===== config.mk =====
export PLATFORM = sky130hd
export DESIGN_NAME = job_status_tracker_table_core
export DESIGN_NICKNAME = d
export VERILOG_FILES = /design/src/sv/jstt_pkg.sv /design/src/sv/jstt_store.sv /design/src/sv/job_status_tracker_table_core.sv
export SDC_FILE = /design/constraint.sdc
export NUM_CORES = 2
export LEC_CHECK = 0
export BUFFER_PORTS_ARGS = -buffer_cell sky130_fd_sc_hd__buf_2
export CAP_MARGIN = 0
export CORE_ASPECT_RATIO = 0.8
export CORE_MARGIN = 2
export CORE_UTILIZATION = 55
export DETAILED_ROUTE_END_ITERATION = 8
export HOLD_SLACK_MARGIN = 0.1
export PLACE_DENSITY = 0.72
export SLEW_MARGIN = 20
export SYNTH_ARGS = -nofsm -noshare
export SYNTH_HDL_FRONTEND = slang
export SYNTH_HIERARCHICAL = 1
export SYNTH_SLANG_ARGS = --single-unit

===== constraint.sdc =====
create_clock -name aclk -period 6.4 [get_ports aclk]
set_clock_uncertainty 0.2 [all_clocks]
set_input_delay 1.92 -clock aclk [delete_from_list [all_inputs] [get_ports aclk]]
set_output_delay 1.92 -clock aclk [all_outputs]
set_load 0.005 [all_outputs]

===== src/sv/jstt_pkg.sv =====
// shared types and codes for the job status tracker table
package jstt_pkg;

    typedef enum logic [4:0] {
        S_IDLE = 5'b00001,
        S_SCAN = 5'b00010,
        S_RD   = 5'b00100,
        S_FIN  = 5'b01000,
        S_OUT  = 5'b10000
    } seq_state_t;

    typedef logic [2:0] cmd_t;
    typedef logic [1:0] entry_state_t;

    localparam cmd_t CMD_ADD      = 3'd0;
    localparam cmd_t CMD_FETCH    = 3'd1;
    localparam cmd_t CMD_COMPLETE = 3'd2;
    localparam cmd_t CMD_DELETE   = 3'd3;
    localparam cmd_t CMD_STATUS   = 3'd4;
    localparam cmd_t CMD_RESULT   = 3'd5;

    localparam entry_state_t ES_FREE    = 2'd0;
    localparam entry_state_t ES_PENDING = 2'd1;
    localparam entry_state_t ES_RUNNING = 2'd2;
    localparam entry_state_t ES_DONE    = 2'd3;

    localparam int CAP_BITS      = 5;
    localparam int CAP_RESET     = 10;
    localparam int CFG_ADDR_BITS = 3;
    localparam logic CFG_IDX_CAPACITY = 1'b0;

endpackage


===== src/sv/jstt_store.sv =====
// id and handle memories with one write port and one registered read port
module jstt_store #(
    parameter int MAX_ENTRIES = 16,
    parameter int ID_BITS     = 16,
    parameter int HANDLE_BITS = 32,
    parameter int IW          = $clog2(MAX_ENTRIES)
) (
    input  logic                   aclk,
    input  logic [IW-1:0]          rd_addr,
    output logic [ID_BITS-1:0]     rd_ident,
    output logic [HANDLE_BITS-1:0] rd_ref,
    input  logic [IW-1:0]          wr_addr,
    input  logic                   wr_ident_en,
    input  logic                   wr_ref_en,
    input  logic [ID_BITS-1:0]     wr_ident,
    input  logic [HANDLE_BITS-1:0] wr_ref
);

    logic [ID_BITS-1:0]     ident_mem [MAX_ENTRIES];
    logic [HANDLE_BITS-1:0] ref_mem   [MAX_ENTRIES];

    always_ff @(posedge aclk) begin
        if (wr_ident_en) begin
            ident_mem[wr_addr] <= wr_ident;
        end
        if (wr_ref_en) begin
            ref_mem[wr_addr] <= wr_ref;
        end
        rd_ident <= ident_mem[rd_addr];
        rd_ref   <= ref_mem[rd_addr];
    end

endmodule


===== src/sv/job_status_tracker_table_core.sv =====
// job status tracker table top level: sequencer, entry scan and apb register
//
//   channel  direction  beat
//   s_       in         cmd, job_id, job_handle, worker_id
//   m_       out        ok, out_id, out_handle, out_worker, found_status
//   apb      in/out     capacity_limit at byte address 0
//
// an input beat is scanned against every slot, then passes through S_RD, S_FIN and S_OUT to the result beat
// the next input beat can be taken once the result beat has been accepted
// the scan walks the id memory one slot a cycle through one compare
// s_ready is high only when idle and no result is held; m_ready low stalls the result
// aresetn clears all slots to free, the id counter, the pending count and the capacity to 10
module job_status_tracker_table_core #(
    parameter int MAX_ENTRIES = 16,
    parameter int ID_BITS     = 16,
    parameter int HANDLE_BITS = 32
) (
    input  logic                                  aclk,
    input  logic                                  aresetn,
    input  logic                                  s_valid,
    output logic                                  s_ready,
    input  logic [2:0]                            s_cmd,
    input  logic [ID_BITS-1:0]                    s_job_id,
    input  logic [HANDLE_BITS-1:0]                s_job_handle,
    input  logic [7:0]                            s_worker_id,
    output logic                                  m_valid,
    input  logic                                  m_ready,
    output logic                                  m_ok,
    output logic [ID_BITS-1:0]                    m_out_id,
    output logic [HANDLE_BITS-1:0]                m_out_handle,
    output logic [7:0]                            m_out_worker,
    output logic [1:0]                            m_found_status,
    input  logic                                  psel,
    input  logic                                  penable,
    input  logic                                  pwrite,
    input  logic [jstt_pkg::CFG_ADDR_BITS-1:0]    paddr,
    input  logic [31:0]                           pwdata,
    output logic [31:0]                           prdata,
    output logic                                  pready
);

    localparam int IW = $clog2(MAX_ENTRIES);
    localparam int CW = $clog2(MAX_ENTRIES + 1);

    jstt_pkg::seq_state_t st_reg, st_next;

    logic [jstt_pkg::CAP_BITS-1:0] cap_reg;
    jstt_pkg::entry_state_t        es_reg   [MAX_ENTRIES];
    logic [IW-1:0]                 rank_reg [MAX_ENTRIES];
    logic [CW-1:0]                 pend_cnt_reg;
    logic [ID_BITS-1:0]            id_ctr_reg;

    jstt_pkg::cmd_t         cmd_reg;
    logic [ID_BITS-1:0]     id_reg;
    logic [HANDLE_BITS-1:0] handle_reg;
    logic [7:0]             worker_reg;

    logic [CW-1:0] cnt_reg;
    logic          vld_d_reg;
    logic [IW-1:0] idx_d_reg;

    logic [CW-1:0] used_reg;
    logic          free_f_reg, head_f_reg, pm_f_reg, run_f_reg, done_f_reg;
    logic [IW-1:0] free_s_reg, head_s_reg, pm_s_reg, run_s_reg, done_s_reg;
    logic [IW-1:0] pm_rank_reg;

    logic                   ok_reg;
    logic [ID_BITS-1:0]     oid_reg;
    logic [HANDLE_BITS-1:0] oh_reg;
    logic [7:0]             ow_reg;
    logic [1:0]             fs_reg;
    logic                   mv_reg;

    logic [IW-1:0]          rd_addr;
    logic [ID_BITS-1:0]     rd_ident;
    logic [HANDLE_BITS-1:0] rd_ref;
    logic [IW-1:0]          wr_addr;
    logic                   wr_ident_en, wr_ref_en;
    logic [ID_BITS-1:0]     nid;

    logic          accept, issue, hit, add_ok;
    logic [IW-1:0] j;

    assign accept = s_valid && s_ready;
    assign s_ready = (st_reg == jstt_pkg::S_IDLE) && !mv_reg;
    assign issue = (st_reg == jstt_pkg::S_SCAN) && (cnt_reg < CW'(MAX_ENTRIES));
    assign j = idx_d_reg;
    assign hit = (rd_ident == id_reg);
    assign add_ok = (32'(used_reg) < 32'(cap_reg)) && free_f_reg;

    assign pready = 1'b1;
    assign prdata = (paddr[2] == jstt_pkg::CFG_IDX_CAPACITY) ? 32'(cap_reg) : 32'd0;

    assign m_valid        = mv_reg;
    assign m_ok           = ok_reg;
    assign m_out_id       = oid_reg;
    assign m_out_handle   = oh_reg;
    assign m_out_worker   = ow_reg;
    assign m_found_status = fs_reg;

    always_comb begin
        nid = id_ctr_reg + ID_BITS'(1);
        if (nid == '0) begin
            nid = ID_BITS'(1);
        end
    end

    always_comb begin
        if (st_reg == jstt_pkg::S_RD) begin
            rd_addr = (cmd_reg == jstt_pkg::CMD_FETCH) ? head_s_reg : done_s_reg;
        end else begin
            rd_addr = cnt_reg[IW-1:0];
        end
        wr_addr     = free_s_reg;
        wr_ident_en = 1'b0;
        wr_ref_en   = 1'b0;
        if (st_reg == jstt_pkg::S_FIN) begin
            case (cmd_reg)
                jstt_pkg::CMD_ADD: begin
                    wr_ident_en = add_ok;
                    wr_ref_en   = add_ok;
                end
                jstt_pkg::CMD_COMPLETE: begin
                    wr_addr   = run_s_reg;
                    wr_ref_en = run_f_reg;
                end
                default: ;
            endcase
        end
    end

    jstt_store #(
        .MAX_ENTRIES (MAX_ENTRIES),
        .ID_BITS     (ID_BITS),
        .HANDLE_BITS (HANDLE_BITS),
        .IW          (IW)
    ) u_store (
        .aclk        (aclk),
        .rd_addr     (rd_addr),
        .rd_ident    (rd_ident),
        .rd_ref      (rd_ref),
        .wr_addr     (wr_addr),
        .wr_ident_en (wr_ident_en),
        .wr_ref_en   (wr_ref_en),
        .wr_ident    (nid),
        .wr_ref      (handle_reg)
    );

    always_comb begin
        st_next = st_reg;
        case (st_reg)
            jstt_pkg::S_IDLE: if (accept) st_next = jstt_pkg::S_SCAN;
            jstt_pkg::S_SCAN: begin
                if (vld_d_reg && (idx_d_reg == IW'(MAX_ENTRIES - 1))) begin
                    st_next = jstt_pkg::S_RD;
                end
            end
            jstt_pkg::S_RD:   st_next = jstt_pkg::S_FIN;
            jstt_pkg::S_FIN:  st_next = jstt_pkg::S_OUT;
            jstt_pkg::S_OUT:  if (m_ready) st_next = jstt_pkg::S_IDLE;
            default:          st_next = jstt_pkg::S_IDLE;
        endcase
    end

    // scan bookkeeping and command latch
    always_ff @(posedge aclk) begin
        vld_d_reg <= issue;
        idx_d_reg <= cnt_reg[IW-1:0];
        if (accept) begin
            cmd_reg    <= s_cmd;
            id_reg     <= s_job_id;
            handle_reg <= s_job_handle;
            worker_reg <= s_worker_id;
            cnt_reg    <= '0;
            used_reg   <= '0;
            free_f_reg <= 1'b0;
            head_f_reg <= 1'b0;
            pm_f_reg   <= 1'b0;
            run_f_reg  <= 1'b0;
            done_f_reg <= 1'b0;
        end else begin
            if (issue) begin
                cnt_reg <= cnt_reg + CW'(1);
            end
            if (st_reg == jstt_pkg::S_SCAN && vld_d_reg) begin
                if (es_reg[j] == jstt_pkg::ES_FREE) begin
                    if (!free_f_reg) begin
                        free_f_reg <= 1'b1;
                        free_s_reg <= j;
                    end
                end else begin
                    used_reg <= used_reg + CW'(1);
                end
                if (es_reg[j] == jstt_pkg::ES_PENDING && rank_reg[j] == '0) begin
                    head_f_reg <= 1'b1;
                    head_s_reg <= j;
                end
                if (es_reg[j] == jstt_pkg::ES_PENDING && hit
                    && (!pm_f_reg || rank_reg[j] < pm_rank_reg)) begin
                    pm_f_reg    <= 1'b1;
                    pm_s_reg    <= j;
                    pm_rank_reg <= rank_reg[j];
                end
                if (es_reg[j] == jstt_pkg::ES_RUNNING && hit && !run_f_reg) begin
                    run_f_reg <= 1'b1;
                    run_s_reg <= j;
                end
                if (es_reg[j] == jstt_pkg::ES_DONE && hit && !done_f_reg) begin
                    done_f_reg <= 1'b1;
                    done_s_reg <= j;
                end
            end
        end
    end

    // result beat payload
    always_ff @(posedge aclk) begin
        if (st_reg == jstt_pkg::S_FIN) begin
            ok_reg <= 1'b0;
            oid_reg <= '0;
            oh_reg <= '0;
            ow_reg <= '0;
            fs_reg <= 2'd0;
            case (cmd_reg)
                jstt_pkg::CMD_ADD: begin
                    ok_reg  <= add_ok;
                    oid_reg <= add_ok ? nid : '0;
                end
                jstt_pkg::CMD_FETCH: begin
                    if (head_f_reg) begin
                        ok_reg  <= 1'b1;
                        oid_reg <= rd_ident;
                        oh_reg  <= rd_ref;
                        ow_reg  <= worker_reg;
                    end
                end
                jstt_pkg::CMD_COMPLETE: ok_reg <= run_f_reg;
                jstt_pkg::CMD_DELETE:   ok_reg <= pm_f_reg || done_f_reg;
                jstt_pkg::CMD_STATUS: begin
                    ok_reg <= pm_f_reg || run_f_reg || done_f_reg;
                    if (pm_f_reg) begin
                        fs_reg <= 2'd1;
                    end else if (run_f_reg) begin
                        fs_reg <= 2'd2;
                    end else if (done_f_reg) begin
                        fs_reg <= 2'd3;
                    end
                end
                jstt_pkg::CMD_RESULT: begin
                    if (done_f_reg) begin
                        ok_reg <= 1'b1;
                        oh_reg <= rd_ref;
                    end
                end
                default: ;
            endcase
        end
    end

    // control state and table status
    always_ff @(posedge aclk) begin
        if (!aresetn) begin
            st_reg       <= jstt_pkg::S_IDLE;
            cap_reg      <= jstt_pkg::CAP_BITS'(jstt_pkg::CAP_RESET);
            pend_cnt_reg <= '0;
            id_ctr_reg   <= '0;
            mv_reg       <= 1'b0;
            for (int k = 0; k < MAX_ENTRIES; k++) begin
                es_reg[k] <= jstt_pkg::ES_FREE;
            end
        end else begin
            st_reg <= st_next;
            if (psel && penable && pwrite && pready
                && paddr[2] == jstt_pkg::CFG_IDX_CAPACITY) begin
                cap_reg <= pwdata[jstt_pkg::CAP_BITS-1:0];
            end
            if (st_reg == jstt_pkg::S_FIN) begin
                mv_reg <= 1'b1;
                case (cmd_reg)
                    jstt_pkg::CMD_ADD: begin
                        if (add_ok) begin
                            id_ctr_reg           <= nid;
                            es_reg[free_s_reg]   <= jstt_pkg::ES_PENDING;
                            rank_reg[free_s_reg] <= pend_cnt_reg[IW-1:0];
                            pend_cnt_reg         <= pend_cnt_reg + CW'(1);
                        end
                    end
                    jstt_pkg::CMD_FETCH: begin
                        if (head_f_reg) begin
                            es_reg[head_s_reg] <= jstt_pkg::ES_RUNNING;
                            pend_cnt_reg       <= pend_cnt_reg - CW'(1);
                            for (int k = 0; k < MAX_ENTRIES; k++) begin
                                if (es_reg[k] == jstt_pkg::ES_PENDING && rank_reg[k] != '0) begin
                                    rank_reg[k] <= rank_reg[k] - IW'(1);
                                end
                            end
                        end
                    end
                    jstt_pkg::CMD_COMPLETE: begin
                        if (run_f_reg) begin
                            es_reg[run_s_reg] <= jstt_pkg::ES_DONE;
                        end
                    end
                    jstt_pkg::CMD_DELETE: begin
                        if (pm_f_reg) begin
                            es_reg[pm_s_reg] <= jstt_pkg::ES_FREE;
                            pend_cnt_reg     <= pend_cnt_reg - CW'(1);
                            for (int k = 0; k < MAX_ENTRIES; k++) begin
                                if (es_reg[k] == jstt_pkg::ES_PENDING
                                    && rank_reg[k] > pm_rank_reg) begin
                                    rank_reg[k] <= rank_reg[k] - IW'(1);
                                end
                            end
                        end else if (done_f_reg) begin
                            es_reg[done_s_reg] <= jstt_pkg::ES_FREE;
                        end
                    end
                    default: ;
                endcase
            end else if (mv_reg && m_ready) begin
                mv_reg <= 1'b0;
            end
        end
    end

endmodule

==> metrics.csv <==
stage,metric,value,unit
run_status,status,completed,
floorplanning,die_w,326.4,um
routing,viasPerCell,6.261,
final_layout,seqCellArea,0.03219,mm2
pwr,p_leak,16.97,nW
logic_synthesis,ys.warnings.count,6,
sta,drv_slew,0,
critical_path,worst_ep_required_time,6.57,ns
final_layout,antennaDiodeCount,0,
clocking,worstSkewPairLatency,0.69,ns
logic_synthesis,yosys-top-cells-count,"edfxtp_1 (1006), mux4_2 (216), nor2_1 (130)",
clocking,cts_sinks,1105,
worst_hold_path,hold_depth,0,
final_layout,multi_input_area,0.01294,mm2
critical_path,arrival,4.98,ns
final_layout,fin_util,62.46,%
critical_path,r2r-end,u_store/ref_mem[15][18]$_DFFE_PP_,
clocking,cts_setup_buffers,0,
place,pre_cts_ws,1.525,ns
critical_path,crit_type,reg2reg,
sta,hold_viol,0,
floorplanning,start_util,55.57,%
routing,dr.pass1.iters,5,
worst_hold_path,worstHoldPathType,reg2reg,
sta,rsz0062_at_grt,false,
routing,wl,105900,um
logic_synthesis,yosys.area.top_type,edfxtp_1,
pwr,p_comb_share,4.8,%
logic_synthesis,async_reset_ff_share,0,%
sta,fin_crit,4.817,ns
final_layout,fill_cells,5694,
sta,fmaxAchievable,207.6,MHz
global_routing,grt_pass1_vias,24780,
logic_synthesis,yosysMostFrequentCell,edfxtp_1,
logic_synthesis,synthTopCellsByArea,"edfxtp_1 (66%), mux4_2 (11%), dfxtp_1 (4.3%)",
logic_synthesis,netlist.area_leader.share,66.03,%
pwr,p_int,0.01201,W
global_routing,gr-total-overflow,0,
routing,vias,24830,
clocking,cts.path.max_buffers,3,
clocking,cts_htree_levels,3,
pwr,seqPwrFrac,53.4,%
clocking,cts-resized-gates,0,
global_routing,grt_max_degree,170,
place,hpwl,62430,um
critical_path,endpoint_kind,flip-flop,
worst_hold_path,min_to,idx_d_reg[3]$_DFF_P_,
logic_synthesis,ys_ff_latch,1105,
logic_synthesis,synth-edff-count,1006,
critical_path,start_kind,flip-flop,
floorplanning,core_area,0.08233,mm2
floorplanning,io-pin-count,195,
logic_synthesis,ys_seq_area_share,70.37,%
place,io_buffers,137,
floorplanning,num_rows,94,
logic_synthesis,synth_flop_cell,edfxtp_1,
clocking,cts_tree,built,
pwr,p_per_area,294.3,mW/mm2
pwr,switching_share,20.63,%
critical_path,r2r_start,cap_reg[4]$_SDFFE_PN0P_,
pwr,ir_worst_vdd,0.0002459,V
logic_synthesis,synth_cells,2590,
final_layout,nets,2967,
pwr,p_switching,0.003122,W
routing,drc,0,
logic_synthesis,synth_cell_type_count,81,
global_routing,grt_first_pass_wirelength,157400,um
logic_synthesis,synth_area,0.04575,mm2
critical_path,reg2reg_depth,10,
sta,min_period_over_period,75.26,%
sta,setup_slack,1.583,ns
final_layout,largest_reg_flops,512,
sta,finalSetupTns,0,ns
floorplanning,die_h,262.0,um
sta,finalSetupViolCount,0,
clocking,cts_root_buf,clkbuf_16,
flow_run,cap_violations,0,
sta,tightest_slew,1.216,ns
global_routing,grt_use_total,25.00,%
global_routing,antenna_found_initial,2,
clocking,cts_buffers,103,
worst_hold_path,min_from,cnt_reg[3]$_SDFFE_PP0P_,
final_layout,area_delta_synth_final,12.40,%
critical_path,reg2reg_slack,1.58,ns
clocking,clk_pin_slew_worst_paths,0.06,ns
critical_path,critical_path.max_fanout,20,
place,finalWeightedCongestion,0.9048,
logic_synthesis,avgSynthCellArea,17.66,um2
final_layout,drive_gt1_share,23.80,%
routing,wl_per_cell,26.71,um
routing,drtIter0Drc,2899,
sta,max_slew_margin,18.85,%
pwr,power_frac_clock,41.9,%
routing,postRouteAntennaNets,0,
clocking,hold_buffers,0,
floorplanning,die_area,0.08551,mm2
## worst max-delay path, cell delays in order, from the launching register on
cell and delay [ns]:
dfxtp_1 0.33, inv_1 0.07, ha_1 0.31, a21oi_1 0.24, nand4b_1 0.20, a21oi_1 0.32
nor2_1 0.12, nor4_1 0.84, nand3_1 0.53, nor2_4 0.91, buf_4 0.42
## worst max path at each step
stage,start,to,slack (ns),cells past startpoint
after global placement,aresetn,rank_reg[14][2]$_DFFE_PP_,1.65,6
after floorplan,st_reg[0]$_SDFFE_PN1P_,u_store/ref_mem[0][0]$_DFFE_PP_,0.92,7
after global routing,cap_reg[4]$_SDFFE_PN0P_,u_store/ref_mem[15][2]$_DFFE_PP_,1.42,10
after CTS,cap_reg[4]$_SDFFE_PN0P_,u_store/ref_mem[15][17]$_DFFE_PP_,1.79,10
final,cap_reg[4]$_SDFFE_PN0P_,u_store/ref_mem[15][18]$_DFFE_PP_,1.58,10
after detailed placement,aresetn,rank_reg[3][2]$_DFFE_PP_,1.52,6
## layer usage
| metal | share of wire (%) | track usage [%] | vias up |
|---|---|---|---|
| li1 | - | - | 10620 |
| met1 | 42 | 36.49 | 12860 |
| met2 | 46 | 38.64 | 1177 |
| met3 | 9.6 | 5.744 | 171 |
| met4 | 2.0 | 6.295 | 0 |
| met5 | 0 | 0 | - |
## placed cells by master, fill, tap and decap left out, types with 8 or more instances in the layout
| cell type | n |
|---|---|
| a22o_1 | 13 |
| nand3b_1 | 18 |
| clkbuf_8 | 8 |
| clkbuf_16 | 106 |
| inv_1 | 52 |
| buf_4 | 56 |
| nor2b_1 | 25 |
| dfxtp_1 | 99 |
| o21ai_1 | 9 |
| a21oi_1 | 32 |
| mux4_2 | 216 |
| buf_2 | 137 |
| nand3_1 | 28 |
| edfxtp_1 | 1006 |
| and2_1 | 41 |
| xnor2_1 | 26 |
| a22oi_1 | 98 |
| a21o_1 | 8 |
| nand4_1 | 27 |
| nor2_1 | 113 |
| nand2b_1 | 29 |
| nor2_4 | 17 |
| clkinv_2 | 22 |
| o31ai_4 | 9 |
| o21ai_0 | 48 |
| mux2_2 | 34 |
| bufinv_16 | 13 |
| nor3_1 | 36 |
| clkbuf_1 | 23 |
| mux2i_1 | 62 |
| clkinv_1 | 12 |
| ha_1 | 92 |
| nand2_1 | 112 |
| xor2_1 | 50 |
| o31a_1 | 10 |
| conb_1 | 28 |
| nand4b_1 | 14 |
## stage by stage
step / hold slack [ns] / power [W] / std cells / cell area [um2]
after floorplan: 0.1748 / 0.008787 / 2616 / 45850
after global placement: 0.1890 / 0.008939 / 3771 / 47790
after detailed placement: 0.1959 / 0.008959 / 3771 / 47810
after CTS: 0.2045 / 0.01525 / 3964 / 51350
after global routing: 0.2256 / 0.01559 / 3965 / 51420
final: 0.2046 / 0.01513 / 3965 / 51420
## final cells by class
class / instances / share of cell area, %
clock buffers: 137 / 5.540
clock inverters: 56 / 1.331
inverters: 57 / 0.4209
multi-input cells: 1310 / 25.16
flip-flops and latches: 1105 / 62.60
well taps: 1104 / 2.686
repair buffers: 196 / 2.258
## power by group through the flow
| stage | registers [W] | logic [W] | clock network, W |
|---|---|---|---|
| after detailed placement | 0.00823 | 0.000731 | 0 |
| after global routing | 0.00809 | 0.000782 | 0.00671 |
| final | 0.00808 | 0.000723 | 0.00634 |
| after floorplan | 0.00817 | 0.000616 | 0 |
| after global placement | 0.00822 | 0.000720 | 0 |
| after CTS | 0.00808 | 0.000734 | 0.00644 |
## logic make-up (layout without fill, tap and decap cells)
family,count (synthesis),in the layout,share of synthesized area (%)
flops,1105,1105,70.37
other cells,2,28,0.01642
xor+xnor,86,86,1.646
fa+ha+maj,93,93,2.560
simple gates,508,508,5.735
buf+inv,201,446,2.114
compound gates,281,281,4.685
mux,314,314,12.88
Power figures use the tool's default switching activity.
